### src/rtl/core/ipa_pkg.sv
// ----------------------------------------------------------------------------
// ipa_pkg
// Shared types and codes of the address pool allocator: request actions,
// result status codes, register indexes and the controller/datapath link.
// ----------------------------------------------------------------------------
package ipa_pkg;

  // Request actions.
  localparam logic [2:0] ACT_INIT      = 3'd0;
  localparam logic [2:0] ACT_ALLOC     = 3'd1;
  localparam logic [2:0] ACT_FREE      = 3'd2;
  localparam logic [2:0] ACT_RESERVE   = 3'd3;
  localparam logic [2:0] ACT_UNRESERVE = 3'd4;
  localparam logic [2:0] ACT_RUN_FREE  = 3'd5;
  localparam logic [2:0] ACT_RUN_RSVD  = 3'd6;

  // Result status codes.
  localparam logic [2:0] ST_OK        = 3'd0;
  localparam logic [2:0] ST_DISABLED  = 3'd1;
  localparam logic [2:0] ST_EXHAUSTED = 3'd2;
  localparam logic [2:0] ST_INVALID   = 3'd3;
  localparam logic [2:0] ST_NO_RUN    = 3'd4;
  localparam logic [2:0] ST_OVER      = 3'd5;

  // Configuration register indexes.
  localparam logic [2:0] REG_BASE  = 3'd0;
  localparam logic [2:0] REG_SIZE  = 3'd1;
  localparam logic [2:0] REG_MASK  = 3'd2;
  localparam logic [2:0] REG_DRAIN = 3'd3;
  localparam logic [2:0] REG_LIMIT = 3'd4;

  // Largest block size.
  localparam logic [32:0] MAX_BLOCK = 33'h0_0000_ffff;

  // Datapath operations issued by the controller.
  typedef enum logic [2:0] {
    OP_NONE,
    OP_LOAD,
    OP_SETUP,
    OP_BSCAN,
    OP_RANGE,
    OP_SWEEP,
    OP_EVAL
  } dp_op_e;

  // Where the request goes after setup.
  typedef enum logic [1:0] {
    NX_RESULT,
    NX_READ,
    NX_BSCAN,
    NX_SWEEP
  } nxt_e;

  typedef struct packed {
    dp_op_e op;
  } cmd_t;

  typedef struct packed {
    nxt_e setup_nxt;
    logic bscan_done;
    logic range_go;
    logic eval_done;
    logic sweep_last;
  } stat_t;

endpackage

### src/rtl/core/ipa_ctrl.sv
// ----------------------------------------------------------------------------
// ipa_ctrl
// Request sequencer: clearing pass after reset, setup, broadcast search,
// bitmap sweep and the read/evaluate walk, then a one-cycle result strobe.
// ----------------------------------------------------------------------------
module ipa_ctrl import ipa_pkg::*; (
  input  logic  clk_i,
  input  logic  rst_ni,
  input  logic  start,
  output logic  busy,
  output logic  done_o,
  output cmd_t  cmd_o,
  input  stat_t stat_i
);

  typedef enum logic [3:0] {
    S_CLEAR,
    S_IDLE,
    S_SETUP,
    S_BSCAN,
    S_RANGE,
    S_SWEEP,
    S_READ,
    S_EVAL,
    S_RESULT
  } state_e;

  state_e state_q;
  logic   busy_q;
  logic   done_q;

  // Datapath operation for the current state.
  always_comb begin
    cmd_o.op = OP_NONE;
    case (state_q)
      S_CLEAR:  cmd_o.op = OP_SWEEP;
      S_IDLE:   cmd_o.op = start ? OP_LOAD : OP_NONE;
      S_SETUP:  cmd_o.op = OP_SETUP;
      S_BSCAN:  cmd_o.op = OP_BSCAN;
      S_RANGE:  cmd_o.op = OP_RANGE;
      S_SWEEP:  cmd_o.op = OP_SWEEP;
      S_EVAL:   cmd_o.op = OP_EVAL;
      default:  cmd_o.op = OP_NONE;
    endcase
  end

  // State, busy flag and result strobe.
  always_ff @(posedge clk_i or negedge rst_ni) begin
    if (!rst_ni) begin
      state_q <= S_CLEAR;
      busy_q  <= 1'b1;
      done_q  <= 1'b0;
    end else begin
      done_q <= 1'b0;
      case (state_q)
        S_CLEAR: begin
          if (stat_i.sweep_last) begin
            state_q <= S_IDLE;
            busy_q  <= 1'b0;
          end
        end
        S_IDLE: begin
          if (start) begin
            state_q <= S_SETUP;
            busy_q  <= 1'b1;
          end
        end
        S_SETUP: begin
          case (stat_i.setup_nxt)
            NX_READ:  state_q <= S_READ;
            NX_BSCAN: state_q <= S_BSCAN;
            NX_SWEEP: state_q <= S_SWEEP;
            default: begin
              state_q <= S_RESULT;
              done_q  <= 1'b1;
            end
          endcase
        end
        S_BSCAN: begin
          if (stat_i.bscan_done) begin
            state_q <= S_RANGE;
          end
        end
        S_RANGE: begin
          if (stat_i.range_go) begin
            state_q <= S_READ;
          end else begin
            state_q <= S_RESULT;
            done_q  <= 1'b1;
          end
        end
        S_SWEEP: begin
          if (stat_i.sweep_last) begin
            state_q <= S_RESULT;
            done_q  <= 1'b1;
          end
        end
        S_READ: begin
          state_q <= S_EVAL;
        end
        S_EVAL: begin
          if (stat_i.eval_done) begin
            state_q <= S_RESULT;
            done_q  <= 1'b1;
          end else begin
            state_q <= S_READ;
          end
        end
        S_RESULT: begin
          state_q <= S_IDLE;
          busy_q  <= 1'b0;
        end
        default: begin
          state_q <= S_IDLE;
          busy_q  <= 1'b0;
        end
      endcase
    end
  end

  assign busy   = busy_q;
  assign done_o = done_q;

endmodule

### config.mk
export PLATFORM = sky130hd
export DESIGN_NAME = ipa_ctrl
export DESIGN_NICKNAME = d
export VERILOG_FILES = /design/src/rtl/core/ipa_pkg.sv /design/src/rtl/core/ipa_ctrl.sv
export SDC_FILE = /design/constraint.sdc
export NUM_CORES = 1
export LEC_CHECK = 0
export BUFFER_PORTS_ARGS = -buffer_cell sky130_fd_sc_hd__buf_4
export CORE_AREA = 5 5 42 44
export DETAILED_ROUTE_END_ITERATION = 8
export DIE_AREA = 0 0 47 49
export PLACE_DENSITY = 0.61
export SETUP_SLACK_MARGIN = 0.3
export SLEW_MARGIN = 5
export SYNTH_ARGS = -nofsm -noshare
export SYNTH_HDL_FRONTEND = slang
export SYNTH_SLANG_ARGS = --single-unit
### constraint.sdc
create_clock -name clk_i -period 1.6 [get_ports clk_i]
set_input_delay 0.24 -clock clk_i [delete_from_list [all_inputs] [get_ports clk_i]]
set_output_delay 0.24 -clock clk_i [all_outputs]
set_load 0.005 [all_outputs]
==> flow_metrics.tcl <==
set metrics [dict create \
    netlist_instances 60 \
    ios 14 \
    synth_top_cell_by_area "dfrtp_1" \
    worst_pin_slew_ns 0.259 \
    vias_per_cell 5.39 \
    critPathBufInv 1 \
    postSynthAreaPerCell_um2 8.86 \
    drt_iter0_markers 4 \
    synthMostInstantiatedCell "nor2_1" \
    synth_warnings 0 \
    fin_skew_ns 0.00341 \
    ant_nets 0 \
    cts_max_level 1 \
    synthTopCellsByCount "nor2_1, dfrtp_1, ha_1, inv_1, nor3_1" \
    clk_pin_slew_ns 0.05 \
    fp.dieW_um 47 \
    crit_family "flip-flops" \
    wl_met3_um 37 \
    drt_wl_total_um 1420 \
    clk-insertion-delay-late_ns 0.24 \
    cp_max_fo 5 \
    final-instance-count-excl-fill 100 \
    ys.flop_type "dfrtp_1" \
    fmax_mhz 641 \
    setup_viol 0 \
    drc 0 \
    cts_sinks 6 \
    crit_chain "nand2b_4 -> a2111oi_4 -> buf_4" \
    period_minus_slack_ns 1.56 \
    max_stage_delay_ns 0.41 \
    die_area_um2 2300 \
    grt_pass1_wl_um 2280 \
    top_layer_used "met4" \
    end_kind "output port" \
    routedWlPerCell_um 14.2 \
    fin_util 0.606 \
    cp-start-kind "flip-flop" \
    synth-seq-cells 6 \
    multi_input_area_um2 428 \
    rsz0062_at_grt "true" \
    cp.required_ns 1.36 \
    peakVddDrop_uv 1110 \
    area_growth_pct 59.8 \
    worstSetupPathType "flip-flop to output port" \
    grt_pass1_vias 545 \
    firstDrtPassIters 4 \
    worst_slack_ns 0.0403 \
    syn-num-nets 73 \
    p_leak_nw 0.386 \
    fin_crit_sh 0.975 \
    core-area_um2 1400 \
    pre_cts_ws_ns 0.203 \
    rows 14 \
    dpl.hpwl_um 933 \
    hp-start "stat_i[0]" \
    grt_max_degree 11 \
    startpoint "state_q[1]$_DFFE_PN0P_" \
    seq_area_frac_synth 0.285 \
    hold_path_class "input pin to flip-flop" \
    diodes 0 \
    cts_max_path_buffers 2 \
    cts_tree "yes" \
    synth_edf_count 0 \
    cts_root_buffer "clkbuf_4" \
    die_h_um 49 \
    numCtsBuffers 3 \
    relSlewSlack 0.827 \
    vias 539 \
    met2WireLength_um 755 \
    io_buffers 13 \
    worstReg2RegStart "state_q[0]$_DFFE_PN0P_" \
    power.density_nw_per_um2 1800 \
    fin_nets 98 \
    overflow 0 \
    drv_slew 0 \
    worst_hold_slack_ns 0.271 \
    grt_use_total 0.137 \
    layout-drive-gt1-share 0.571 \
    critPathArrivalTime_ns 1.32 \
    place_congestion 0.786 \
    synth_top_area_share 0.235 \
    yosys.cell_types.count 29 \
    slowest_stage "dfrtp_1" \
    postSynth.asyncResetShare 1.00 \
    drt-met1-wl_um 610 \
    hold_violations 0 \
    yosys-top-cells-area "dfrtp_1, ha_1, dfstp_2" \
    status "finished clean" \
    antenna_found_initial 0 \
    dp_cells 88 \
    maxCapViolCount 0 \
    fill_cells 123 \
    ff_latch_area_um2 155 \
    start_util 0.379 \
    tns_ns 0 \
    syn-cell-area_um2 532 \
]
[per-layer routing]
metal	track usage	up-vias
li1	-	265
met1	0.166	262
met2	0.217	10
met3	0.0258	2
met4	0.0783	0
met5	0	-
[report_power, final]
group | internal (mW) | switching [mW]
Combinational | 0.605 | 0.461
Sequential | 0.229 | 0.0919
Clock | 0.0943 | 0.0523
[logic make-up after synthesis]
logic type | count (synthesis) | share of synthesized area
adder cells (fa/ha/maj) | 4 | 0.0941
AND/OR/NAND/NOR | 24 | 0.275
multiplexers | 2 | 0.0376
AO/OA/AOI/OAI | 16 | 0.221
flip-flops | 6 | 0.285
buffers and inverters | 8 | 0.0870
[cell usage in the layout (no fill, tap or decap), types with 3 or more instances in the layout]
master     n
inv_1      4
a31oi_1    3
buf_4     19
dfrtp_2    3
nor2_1     5
ha_1       4
nor3_2     4
clkbuf_4   3
[through the flow]
stage | power [mW] | cell area (µm²)
finish | 1.53 | 850
global route | 1.64 | 850
CTS | 1.34 | 769
detailed placement | 0.985 | 641
global placement | 0.990 | 641
floorplan | 0.781 | 532
[flip-flops by register name, indices dropped and copies added (netlist names)]
signal	cells
state_q	4
busy	1
done_o	1
[path summary, 6_finish.rpt]
kind,slack [ns],depth (start not counted),endpoint
worst max register to register,0.22,6,state_q[2]$_DFFE_PN0P_
max in group asynchronous,1.05,2,busy$_DFFE_PN1P_
worst max-delay path,0.04,3,cmd_o[0]
worst min-delay path,0.27,2,state_q[2]$_DFFE_PN0P_
worst min register to register,0.54,2,busy$_DFFE_PN1P_
min in group asynchronous,0.35,2,state_q[3]$_DFFE_PN0P_
[worst reg2reg max path: cells and delay by family, from the launching register on]
| family | cells | cell delay [ns] |
|---|---|---|
| buffers and inverters | 2 | 0.27 |
| DFF | 1 | 0.43 |
| AOI/OAI and AO/OA | 4 | 0.54 |
[area by class of cell]
type                            count  share of cell area
Multi-Input combinational cell     46               0.504
Timing Repair Buffer               24               0.242
Sequential cell                     6               0.183
Clock buffer                        4              0.0309
Tap cell                           16              0.0236
Inverter                            4              0.0177
[timing repair]
item	in CTS	in global routing
buffers inserted	5	2
hold buffers	1	0
pin swaps	4	5
hold endpoints to repair	6	0
endpoints found under the setup margin	8	9
resized for setup	11	15
gates cloned	0	0
Power figures use the tool's default switching activity.
