File: config.mk
export PLATFORM = sky130hd
export DESIGN_NAME = ipa_datapath
export DESIGN_NICKNAME = d
export VERILOG_FILES = /design/src/rtl/core/ipa_pkg.sv /design/src/rtl/core/ipa_datapath.sv
export SDC_FILE = /design/constraint.sdc
export NUM_CORES = 2
export LEC_CHECK = 0
export ABC_CLOCK_PERIOD_IN_PS = 62200
export BUFFER_PORTS_ARGS = -buffer_cell sky130_fd_sc_hd__buf_2
export CORE_MARGIN = 5
export CORE_UTILIZATION = 63
export CTS_CLUSTER_DIAMETER = 50
export CTS_CLUSTER_SIZE = 10
export DETAILED_ROUTE_END_ITERATION = 7
export HOLD_SLACK_MARGIN = 0.1
export PLACE_DENSITY_LB_ADDON = 0.25
export SETUP_SLACK_MARGIN = 0.4
export SYNTH_ARGS = -nofsm -noshare
export SYNTH_HDL_FRONTEND = slang
export SYNTH_SLANG_ARGS = --single-unit
File: constraint.sdc
create_clock -name clk_i -period 62.2 [get_ports clk_i]
set_input_delay 6.22 -clock clk_i [delete_from_list [all_inputs] [get_ports clk_i]]
set_output_delay 6.22 -clock clk_i [all_outputs]
set_load 0.05 [all_outputs]
File: src/rtl/core/ipa_pkg.sv
// ----------------------------------------------------------------------------
// ipa_pkg
// Shared types and codes of the address pool allocator: request actions,
// result status codes, register indexes and the controller/datapath link.
// ----------------------------------------------------------------------------
package ipa_pkg;

  // Request actions.
  localparam logic [2:0] ACT_INIT      = 3'd0;
  localparam logic [2:0] ACT_ALLOC     = 3'd1;
  localparam logic [2:0] ACT_FREE      = 3'd2;
  localparam logic [2:0] ACT_RESERVE   = 3'd3;
  localparam logic [2:0] ACT_UNRESERVE = 3'd4;
  localparam logic [2:0] ACT_RUN_FREE  = 3'd5;
  localparam logic [2:0] ACT_RUN_RSVD  = 3'd6;

  // Result status codes.
  localparam logic [2:0] ST_OK        = 3'd0;
  localparam logic [2:0] ST_DISABLED  = 3'd1;
  localparam logic [2:0] ST_EXHAUSTED = 3'd2;
  localparam logic [2:0] ST_INVALID   = 3'd3;
  localparam logic [2:0] ST_NO_RUN    = 3'd4;
  localparam logic [2:0] ST_OVER      = 3'd5;

  // Configuration register indexes.
  localparam logic [2:0] REG_BASE  = 3'd0;
  localparam logic [2:0] REG_SIZE  = 3'd1;
  localparam logic [2:0] REG_MASK  = 3'd2;
  localparam logic [2:0] REG_DRAIN = 3'd3;
  localparam logic [2:0] REG_LIMIT = 3'd4;

  // Largest block size.
  localparam logic [32:0] MAX_BLOCK = 33'h0_0000_ffff;

  // Datapath operations issued by the controller.
  typedef enum logic [2:0] {
    OP_NONE,
    OP_LOAD,
    OP_SETUP,
    OP_BSCAN,
    OP_RANGE,
    OP_SWEEP,
    OP_EVAL
  } dp_op_e;

  // Where the request goes after setup.
  typedef enum logic [1:0] {
    NX_RESULT,
    NX_READ,
    NX_BSCAN,
    NX_SWEEP
  } nxt_e;

  typedef struct packed {
    dp_op_e op;
  } cmd_t;

  typedef struct packed {
    nxt_e setup_nxt;
    logic bscan_done;
    logic range_go;
    logic eval_done;
    logic sweep_last;
  } stat_t;

endpackage

File: src/rtl/core/ipa_datapath.sv
// ----------------------------------------------------------------------------
// ipa_datapath
// Configuration registers, in-use and reserved bitmaps, block geometry,
// counters and the per-address evaluation of the requests.
// ----------------------------------------------------------------------------
module ipa_datapath import ipa_pkg::*; #(
  parameter int unsigned ADDR_COUNT = 1024
) (
  input  logic        clk_i,
  input  logic        rst_ni,
  input  logic        cfg_we_i,
  input  logic [2:0]  cfg_index_i,
  input  logic [31:0] cfg_data_i,
  input  logic [2:0]  action_i,
  input  logic [31:0] address_i,
  input  logic [15:0] count_i,
  input  cmd_t        cmd_i,
  output stat_t       stat_o,
  output logic [2:0]  status_o,
  output logic [31:0] addr_out_o,
  output logic [31:0] run_end_o,
  output logic [15:0] avail_count_o,
  output logic [31:0] alloc_count_o,
  output logic [31:0] free_count_o,
  output logic [31:0] fail_count_o
);

  localparam int unsigned AW = (ADDR_COUNT > 1) ? $clog2(ADDR_COUNT) : 1;
  localparam logic [32:0] CAP = 33'(ADDR_COUNT);
  localparam logic [AW-1:0] LAST_IDX = AW'(ADDR_COUNT - 1);

  // Configuration registers.
  logic [31:0] base_q, mask_q;
  logic [15:0] bsize_q, limit_q;
  logic        drain_q;

  always_ff @(posedge clk_i or negedge rst_ni) begin
    if (!rst_ni) begin
      base_q  <= '0;
      bsize_q <= '0;
      mask_q  <= 32'hffff_ff00;
      drain_q <= 1'b0;
      limit_q <= '0;
    end else if (cfg_we_i) begin
      case (cfg_index_i)
        REG_BASE:  base_q  <= cfg_data_i;
        REG_SIZE:  bsize_q <= cfg_data_i[15:0];
        REG_MASK:  mask_q  <= cfg_data_i;
        REG_DRAIN: drain_q <= cfg_data_i[0];
        REG_LIMIT: limit_q <= cfg_data_i[15:0];
        default: ;
      endcase
    end
  end

  // Request and walk registers.
  logic [2:0]    act_q, act_d;
  logic [31:0]   addr_q, addr_d;
  logic [15:0]   cnt_q, cnt_d;
  logic [31:0]   live_base_q, live_base_d;
  logic [15:0]   live_size_q, live_size_d;
  logic [15:0]   avail_q, avail_d;
  logic [31:0]   allocs_q, allocs_d, frees_q, frees_d, fails_q, fails_d;
  logic [15:0]   off_q, off_d, off_hi_q, off_hi_d, start_q, start_d;
  logic [31:0]   h_q, h_d, cur_q, cur_d, bc_q, bc_d;
  logic [33:0]   last_q, last_d;
  logic [4:0]    j_q, j_d;
  logic [AW-1:0] sw_q, sw_d;
  logic          mark_q, mark_d, phase_q, phase_d;
  logic [2:0]    status_q, status_d;
  logic [31:0]   aout_q, aout_d, rend_q, rend_d;

  // Bitmap memories with registered read.
  logic          used_mem [ADDR_COUNT];
  logic          rsvd_mem [ADDR_COUNT];
  logic          rd_used_q, rd_rsvd_q;
  logic          we_used, we_rsvd, wr_used, wr_rsvd;
  logic [AW-1:0] waddr, raddr;

  assign raddr = off_q[AW-1:0];

  always_ff @(posedge clk_i) begin
    if (we_used) begin
      used_mem[waddr] <= wr_used;
    end
    if (we_rsvd) begin
      rsvd_mem[waddr] <= wr_rsvd;
    end
    rd_used_q <= used_mem[raddr];
    rd_rsvd_q <= rsvd_mem[raddr];
  end

  // Geometry terms used by setup, search and walk.
  logic [31:0] h_cfg, miss_cfg, miss_r, bit_r, below_r, diff, lo, lastc;
  logic [32:0] edge_sz, sz_req, sz1, sz2, sz3, n_len, blk_end, hi;
  logic [15:0] size16;
  logic        over, in_blk, more, match, host_edge;

  always_comb begin
    h_cfg    = ~mask_q;
    edge_sz  = {1'b0, h_cfg} - {1'b0, base_q & h_cfg} + 33'd1;
    sz_req   = (bsize_q != 16'd0) ? {17'b0, bsize_q} : edge_sz;
    sz1      = (sz_req > edge_sz) ? edge_sz : sz_req;
    sz2      = (sz1 > MAX_BLOCK) ? MAX_BLOCK : sz1;
    sz3      = (sz2 > CAP) ? CAP : sz2;
    size16   = sz3[15:0];
    over     = (limit_q != 16'd0) && (size16 > limit_q);
    diff     = addr_q - live_base_q;
    in_blk   = diff < {16'b0, live_size_q};
    miss_cfg = h_cfg & ~addr_q;
    n_len    = (cnt_q != 16'd0) ? {17'b0, cnt_q}
                                : {1'b0, h_cfg} - {1'b0, addr_q & h_cfg} + 33'd1;
    miss_r   = h_q & ~addr_q;
    bit_r    = 32'd1 << j_q;
    below_r  = bit_r - 32'd1;
    lastc    = (last_q < {2'b0, bc_q}) ? last_q[31:0] : bc_q - 32'd1;
    lo       = (addr_q > live_base_q) ? addr_q : live_base_q;
    blk_end  = {1'b0, live_base_q} + {17'b0, live_size_q} - 33'd1;
    hi       = (blk_end > {1'b0, lastc}) ? {1'b0, lastc} : blk_end;
    more     = ({1'b0, off_q} + 17'd1) < {1'b0, live_size_q};
    match    = (act_q == ACT_RUN_RSVD) ? rd_rsvd_q : !rd_used_q;
    host_edge = ((cur_q & h_q) == 32'd0) || ((cur_q & h_q) == h_q);
  end

  // Next-state logic of the datapath.
  always_comb begin
    act_d = act_q; addr_d = addr_q; cnt_d = cnt_q;
    live_base_d = live_base_q; live_size_d = live_size_q; avail_d = avail_q;
    allocs_d = allocs_q; frees_d = frees_q; fails_d = fails_q;
    off_d = off_q; off_hi_d = off_hi_q; start_d = start_q;
    h_d = h_q; cur_d = cur_q; bc_d = bc_q; last_d = last_q; j_d = j_q;
    sw_d = sw_q; mark_d = mark_q; phase_d = phase_q;
    status_d = status_q; aout_d = aout_q; rend_d = rend_q;
    we_used = 1'b0; we_rsvd = 1'b0; wr_used = 1'b0; wr_rsvd = 1'b0;
    waddr = off_q[AW-1:0];
    stat_o = '{setup_nxt: NX_RESULT, bscan_done: 1'b0, range_go: 1'b0,
               eval_done: 1'b0, sweep_last: 1'b0};

    case (cmd_i.op)
      // Latch the request.
      OP_LOAD: begin
        act_d  = action_i;
        addr_d = address_i;
        cnt_d  = count_i;
      end

      // Decode the request and prepare its walk.
      OP_SETUP: begin
        status_d = ST_OK;
        aout_d   = '0;
        rend_d   = '0;
        phase_d  = 1'b0;
        case (act_q)
          ACT_INIT: begin
            live_size_d = over ? 16'd0 : size16;
            avail_d     = over ? 16'd0 : size16;
            live_base_d = over ? live_base_q : base_q;
            mark_d      = !over;
            status_d    = over ? ST_OVER : ST_OK;
            h_d         = h_cfg;
            cur_d       = base_q;
            sw_d        = '0;
            stat_o.setup_nxt = NX_SWEEP;
          end
          ACT_ALLOC: begin
            if (drain_q) begin
              status_d = ST_DISABLED;
            end else if (live_size_q == 16'd0) begin
              status_d = ST_EXHAUSTED;
              fails_d  = fails_q + 32'd1;
            end else begin
              off_d = '0;
              stat_o.setup_nxt = NX_READ;
            end
          end
          ACT_FREE, ACT_RUN_FREE, ACT_RUN_RSVD: begin
            if (in_blk) begin
              off_d = diff[15:0];
              stat_o.setup_nxt = NX_READ;
            end else begin
              status_d = ST_INVALID;
            end
          end
          ACT_RESERVE, ACT_UNRESERVE: begin
            h_d    = h_cfg;
            j_d    = 5'd31;
            last_d = {2'b0, addr_q} + {1'b0, n_len} - 34'd1;
            if (miss_cfg != 32'd0 && live_size_q != 16'd0) begin
              stat_o.setup_nxt = NX_BSCAN;
            end
          end
          default: status_d = ST_INVALID;
        endcase
      end

      // Find the first broadcast address at or above the range start.
      OP_BSCAN: begin
        if (miss_r[j_q]) begin
          bc_d = (addr_q & ~(below_r | bit_r)) | bit_r | (h_q & below_r);
          stat_o.bscan_done = 1'b1;
        end else begin
          j_d = j_q - 5'd1;
        end
      end

      // Clip the range to the block and to the broadcast address.
      OP_RANGE: begin
        off_d    = 16'(lo - live_base_q);
        off_hi_d = 16'(hi[31:0] - live_base_q);
        cur_d    = lo;
        stat_o.range_go = {1'b0, lo} <= hi;
      end

      // Write one bitmap entry per cycle: clear, or mark network/broadcast.
      OP_SWEEP: begin
        waddr   = sw_q;
        we_used = 1'b1;
        we_rsvd = 1'b1;
        wr_used = mark_q && ({1'b0, 16'(sw_q)} < {1'b0, live_size_q}) && host_edge;
        if (wr_used) begin
          avail_d = avail_q - 16'd1;
        end
        cur_d = cur_q + 32'd1;
        sw_d  = sw_q + AW'(1);
        if (sw_q == LAST_IDX) begin
          sw_d   = '0;
          stat_o.sweep_last = 1'b1;
        end
      end

      // Evaluate the entry read at the current offset.
      OP_EVAL: begin
        case (act_q)
          ACT_ALLOC: begin
            if (!rd_used_q) begin
              we_used  = 1'b1;
              wr_used  = 1'b1;
              allocs_d = allocs_q + 32'd1;
              avail_d  = avail_q - 16'd1;
              aout_d   = live_base_q + {16'b0, off_q};
              stat_o.eval_done = 1'b1;
            end else if (more) begin
              off_d = off_q + 16'd1;
            end else begin
              fails_d  = fails_q + 32'd1;
              status_d = ST_EXHAUSTED;
              stat_o.eval_done = 1'b1;
            end
          end
          ACT_FREE: begin
            if (rd_used_q) begin
              we_used = 1'b1;
              wr_used = 1'b0;
              frees_d = frees_q + 32'd1;
              avail_d = avail_q + 16'd1;
            end else begin
              status_d = ST_INVALID;
            end
            stat_o.eval_done = 1'b1;
          end
          ACT_RESERVE, ACT_UNRESERVE: begin
            if ((cur_q & h_q) != 32'd0) begin
              if (act_q == ACT_RESERVE && !rd_used_q) begin
                we_used = 1'b1; we_rsvd = 1'b1;
                wr_used = 1'b1; wr_rsvd = 1'b1;
                avail_d = avail_q - 16'd1;
              end else if (act_q == ACT_UNRESERVE && rd_used_q) begin
                we_used = 1'b1; we_rsvd = 1'b1;
                avail_d = avail_q + 16'd1;
              end
            end
            if (off_q == off_hi_q) begin
              stat_o.eval_done = 1'b1;
            end else begin
              off_d = off_q + 16'd1;
              cur_d = cur_q + 32'd1;
            end
          end
          default: begin
            // Run queries: look for the first match, then for its end.
            if (!phase_q) begin
              if (match) begin
                start_d = off_q;
                phase_d = 1'b1;
                if (more) begin
                  off_d = off_q + 16'd1;
                end else begin
                  aout_d = live_base_q + {16'b0, off_q};
                  rend_d = live_base_q + {16'b0, off_q};
                  stat_o.eval_done = 1'b1;
                end
              end else if (more) begin
                off_d = off_q + 16'd1;
              end else begin
                status_d = ST_NO_RUN;
                stat_o.eval_done = 1'b1;
              end
            end else if (match && more) begin
              off_d = off_q + 16'd1;
            end else begin
              aout_d = live_base_q + {16'b0, start_q};
              rend_d = live_base_q + {16'b0, off_q} - (match ? 32'd0 : 32'd1);
              stat_o.eval_done = 1'b1;
            end
          end
        endcase
      end

      default: ;
    endcase
  end

  // Control state and counters.
  always_ff @(posedge clk_i or negedge rst_ni) begin
    if (!rst_ni) begin
      live_base_q <= '0;
      live_size_q <= '0;
      avail_q     <= '0;
      allocs_q    <= '0;
      frees_q     <= '0;
      fails_q     <= '0;
      sw_q        <= '0;
      mark_q      <= 1'b0;
      phase_q     <= 1'b0;
    end else begin
      live_base_q <= live_base_d;
      live_size_q <= live_size_d;
      avail_q     <= avail_d;
      allocs_q    <= allocs_d;
      frees_q     <= frees_d;
      fails_q     <= fails_d;
      sw_q        <= sw_d;
      mark_q      <= mark_d;
      phase_q     <= phase_d;
    end
  end

  // Payload registers.
  always_ff @(posedge clk_i) begin
    act_q    <= act_d;
    addr_q   <= addr_d;
    cnt_q    <= cnt_d;
    off_q    <= off_d;
    off_hi_q <= off_hi_d;
    start_q  <= start_d;
    h_q      <= h_d;
    cur_q    <= cur_d;
    bc_q     <= bc_d;
    last_q   <= last_d;
    j_q      <= j_d;
    status_q <= status_d;
    aout_q   <= aout_d;
    rend_q   <= rend_d;
  end

  assign status_o      = status_q;
  assign addr_out_o    = aout_q;
  assign run_end_o     = rend_q;
  assign avail_count_o = avail_q;
  assign alloc_count_o = allocs_q;
  assign free_count_o  = frees_q;
  assign fail_count_o  = fails_q;

endmodule

==> summary.md <==
| Metric | Value |
|---|---|
| Remaining antenna violation count | `0` |
| Worst min-delay path class | `register to register` |
| Final min period | `17.08 ns` |
| Post-Syn Instances | `11500` |
| Port-buffer cells | `276` |
| Synth top cells by count | `nor2_1 (2518), edfxtp_1 (2349), nand2_1 (606)` |
| Uppermost layer routed | `met5` |
| Ys flop type | `edfxtp_1` |
| Post_cts resized | `0` |
| VDD IR max | `0.0350 mV` |
| Postcts setup bufs | `0` |
| Synth area leaders | `edfxtp_1 (53%), nor2_1 (7.1%), mux4_2 (5.4%)` |
| DIE AREA | `222000 µm²` |
| Initial antenna violation count | `11` |
| Root buf cell | `clkbuf_16` |
| Top Ports | `277` |
| Slew @ Worst Pin | `1.58 ns` |
| Max clock buf depth | `4` |
| Crit path max-delay cell type | `nor4_1` |
| Post-CTS Hold Buffers | `0` |
| Critical Path Fanout Max | `50` |
| Worst setup EP type | `output pin` |
| Synth top area share | `0.527` |
| Post-synth EDFFs | `2349` |
| Final hold vios | `0` |
| Max Clock Freq | `58.5 MHz` |
| Largest net degree at the start of global routing | `291` |
| CTS tree | `done` |
| Num rows | `169` |
| Final setup vio count | `0` |
| Via count | `97300` |
| Worst-Skew Late Latency | `0.98 ns` |
| Leak | `53.8 nW` |
| Final Max Tran Viols | `2` |
| Global-route wire length before repair | `616000 µm` |
| WP data required | `55.98 ns` |
| CTS clk-pin slew, worst paths | `0.05 ns` |
| Clock sink count | `2620` |
| Pre-Repair DR Iteration Count | `8` |
| Power density over the cells | `37.4 nW/µm²` |
| Total Power | `5.52 mW` |
| Wire per inst | `29.1 µm` |
| Hpwl dp | `268000 µm` |
| Ys async rst share | `0.103` |
| Syn avg cell area | `11.6 µm²` |
| Critical path class | `register to output pin` |
| Seq/Total Area, Yosys | `0.577` |
| # DRC | `0` |
| Proportion of layout cells with a drive suffix above 1 | `0.125` |
| GRT Overall Usage | `0.373` |
| RSZ-0062 raised after global routing | `false` |
| Netlist cell types | `102` |
| Most frequent cell after synthesis | `nor2_1` |
| Routability Congestion | `1.01` |
| Vias per cell | `6.71` |
| Initial DRC count | `13300` |
| Critical path data arrival time | `10.86 ns` |
| Critical path startpoint category | `register` |
| CP max stage delay | `0.58 ns` |
| Skew final | `0.102 ns` |
| Max Cap Violations | `1` |
| Vias in the first global route | `94700` |
| Die X | `471 µm` |
| Post-Route Setup TNS | `0 ns` |
| Failing checks | `capacitance limit, slew limit` |
| Area growth syn-to-layout | `10.3%` |
| Num CTS Buffers | `341` |
| Met1 WL | `152000 µm` |
| Cell taking the most area after synthesis | `edfxtp_1` |
| Worst slew margin | `-0.0619` |
| Status | `finished, violations left` |
| Met3 WL | `47200 µm` |
| DR WL met2 | `195000 µm` |
| Initial Util | `0.632` |
| WHS | `0.472 ns` |
| Regs by FF count | `rsvd_mem: 1024 flops, used_mem: 1024 flops, last_q: 34 flops` |
| #FFs+latches synth | `2620` |
| Core area | `212000 µm²` |
| Routed WL | `423000 µm` |
| Die Ht | `471 µm` |
| CTS HTree Levels | `5` |
| Congestion Overflow GR | `0` |
| Yosys warns | `0` |
| Syn Std Cell Area | `134000 µm²` |
| Ratio of final minimum period to clock period | `0.275` |
| Final Net Count | `12200` |
| Critical Path Most Common Cell | `a21oi_1` |
## through the flow
| step | util | cells | setup WS [ns] | area, µm² |
|---|---|---|---|---|
| after global placement | 0.652 | 14000 | 46.16 | 138000 |
| after detailed placement | 0.652 | 14000 | 46.19 | 138000 |
| after floorplan | - | 11500 | 16.92 | 134000 |
| after global routing | 0.697 | 14500 | 44.20 | 148000 |
| after CTS | 0.697 | 14500 | 45.13 | 148000 |
| final | 0.697 | 14500 | 45.12 | 148000 |
## cells by family after synthesis
logic type	synth area share
other	0.0000561
AND/OR/NAND/NOR	0.126
XOR/XNOR	0.0268
multiplexers	0.0933
adder cells (fa/ha/maj)	0.0490
flip-flops	0.577
AO/OA/AOI/OAI	0.0923
buffers and inverters	0.0356
## power breakdown
group / switching [mW] / internal [mW]
Sequential: 0.0674 / 1.97
Combinational: 1.12 / 0.626
Clock: 0.708 / 1.03
Total: 1.89 / 3.63
## worst paths after layout
check,start,to,slack (ns),cells after the start
hold reg to reg,fail_count_o[31],fail_count_o[31],0.47,1
setup reg to reg,live_base_q[1],off_hi_q[15],51.55,41
hold / removal,fail_count_o[31],fail_count_o[31],0.47,1
max in group asynchronous,rst_ni,free_count_o[27],54.51,3
min in group asynchronous,rst_ni,bsize_q[14],5.22,1
setup / recovery,live_base_q[1],stat_o[2],45.12,38
## cell type report
cell class                      count  area, µm²
Multi-Input combinational cell   7635      52400
Clock inverter                     58        583
Antenna cell                        6       15.0
Sequential cell                  2620      77300
Clock buffer                      407       9000
Fill cell                       14700      64200
Tap cell                         2821       3530
Timing Repair Buffer              475       3020
Inverter                          476       1800
## placed cells by master (no fill, tap or decap), types with 29 or more instances in the layout
master,netlist,final
a211oi_1,64,64
a21o_1,119,119
a21oi_1,482,479
a221o_1,31,31
a22oi_1,64,64
a31oi_1,36,33
and2_1,30,29
and3_1,81,81
buf_2,42,275
buf_4,0,188
clkbuf_1,592,52
clkbuf_16,0,348
dfrtp_1,245,245
edfxtp_1,2349,2349
ha_1,510,510
inv_1,473,471
mux2_2,53,53
mux2i_1,463,463
mux4_2,322,322
nand2_1,606,569
nand2_2,0,36
nand2b_1,51,50
nand3_1,204,171
nand4_1,89,89
nor2_1,2518,2508
nor2b_1,67,67
nor3_1,154,150
nor4_1,40,38
o21a_1,68,68
o21ai_0,360,359
o21bai_1,34,34
o221ai_1,235,235
o22ai_1,147,147
or2_2,45,45
or3_1,41,41
xnor2_1,308,308
xor2_1,102,102
## metal layers
metal | track usage | vias up
li1 | - | 42000
met1 | 0.488 | 47700
met2 | 0.586 | 6319
met3 | 0.0782 | 1316
met4 | 0.213 | 6
met5 | 0 | -
## worst max-delay path: cells and delay by family (launching register included)
kind	cells	cell delay, ns
AO/OA/AOI/OAI	17	3.68
AND/OR/NAND/NOR	10	2.66
adder cells (fa/ha/maj)	5	1.69
flip-flops	1	0.53
XOR/XNOR	1	0.24
buffers and inverters	5	1.10
No activity file was read; power rests on OpenSTA's default activity.
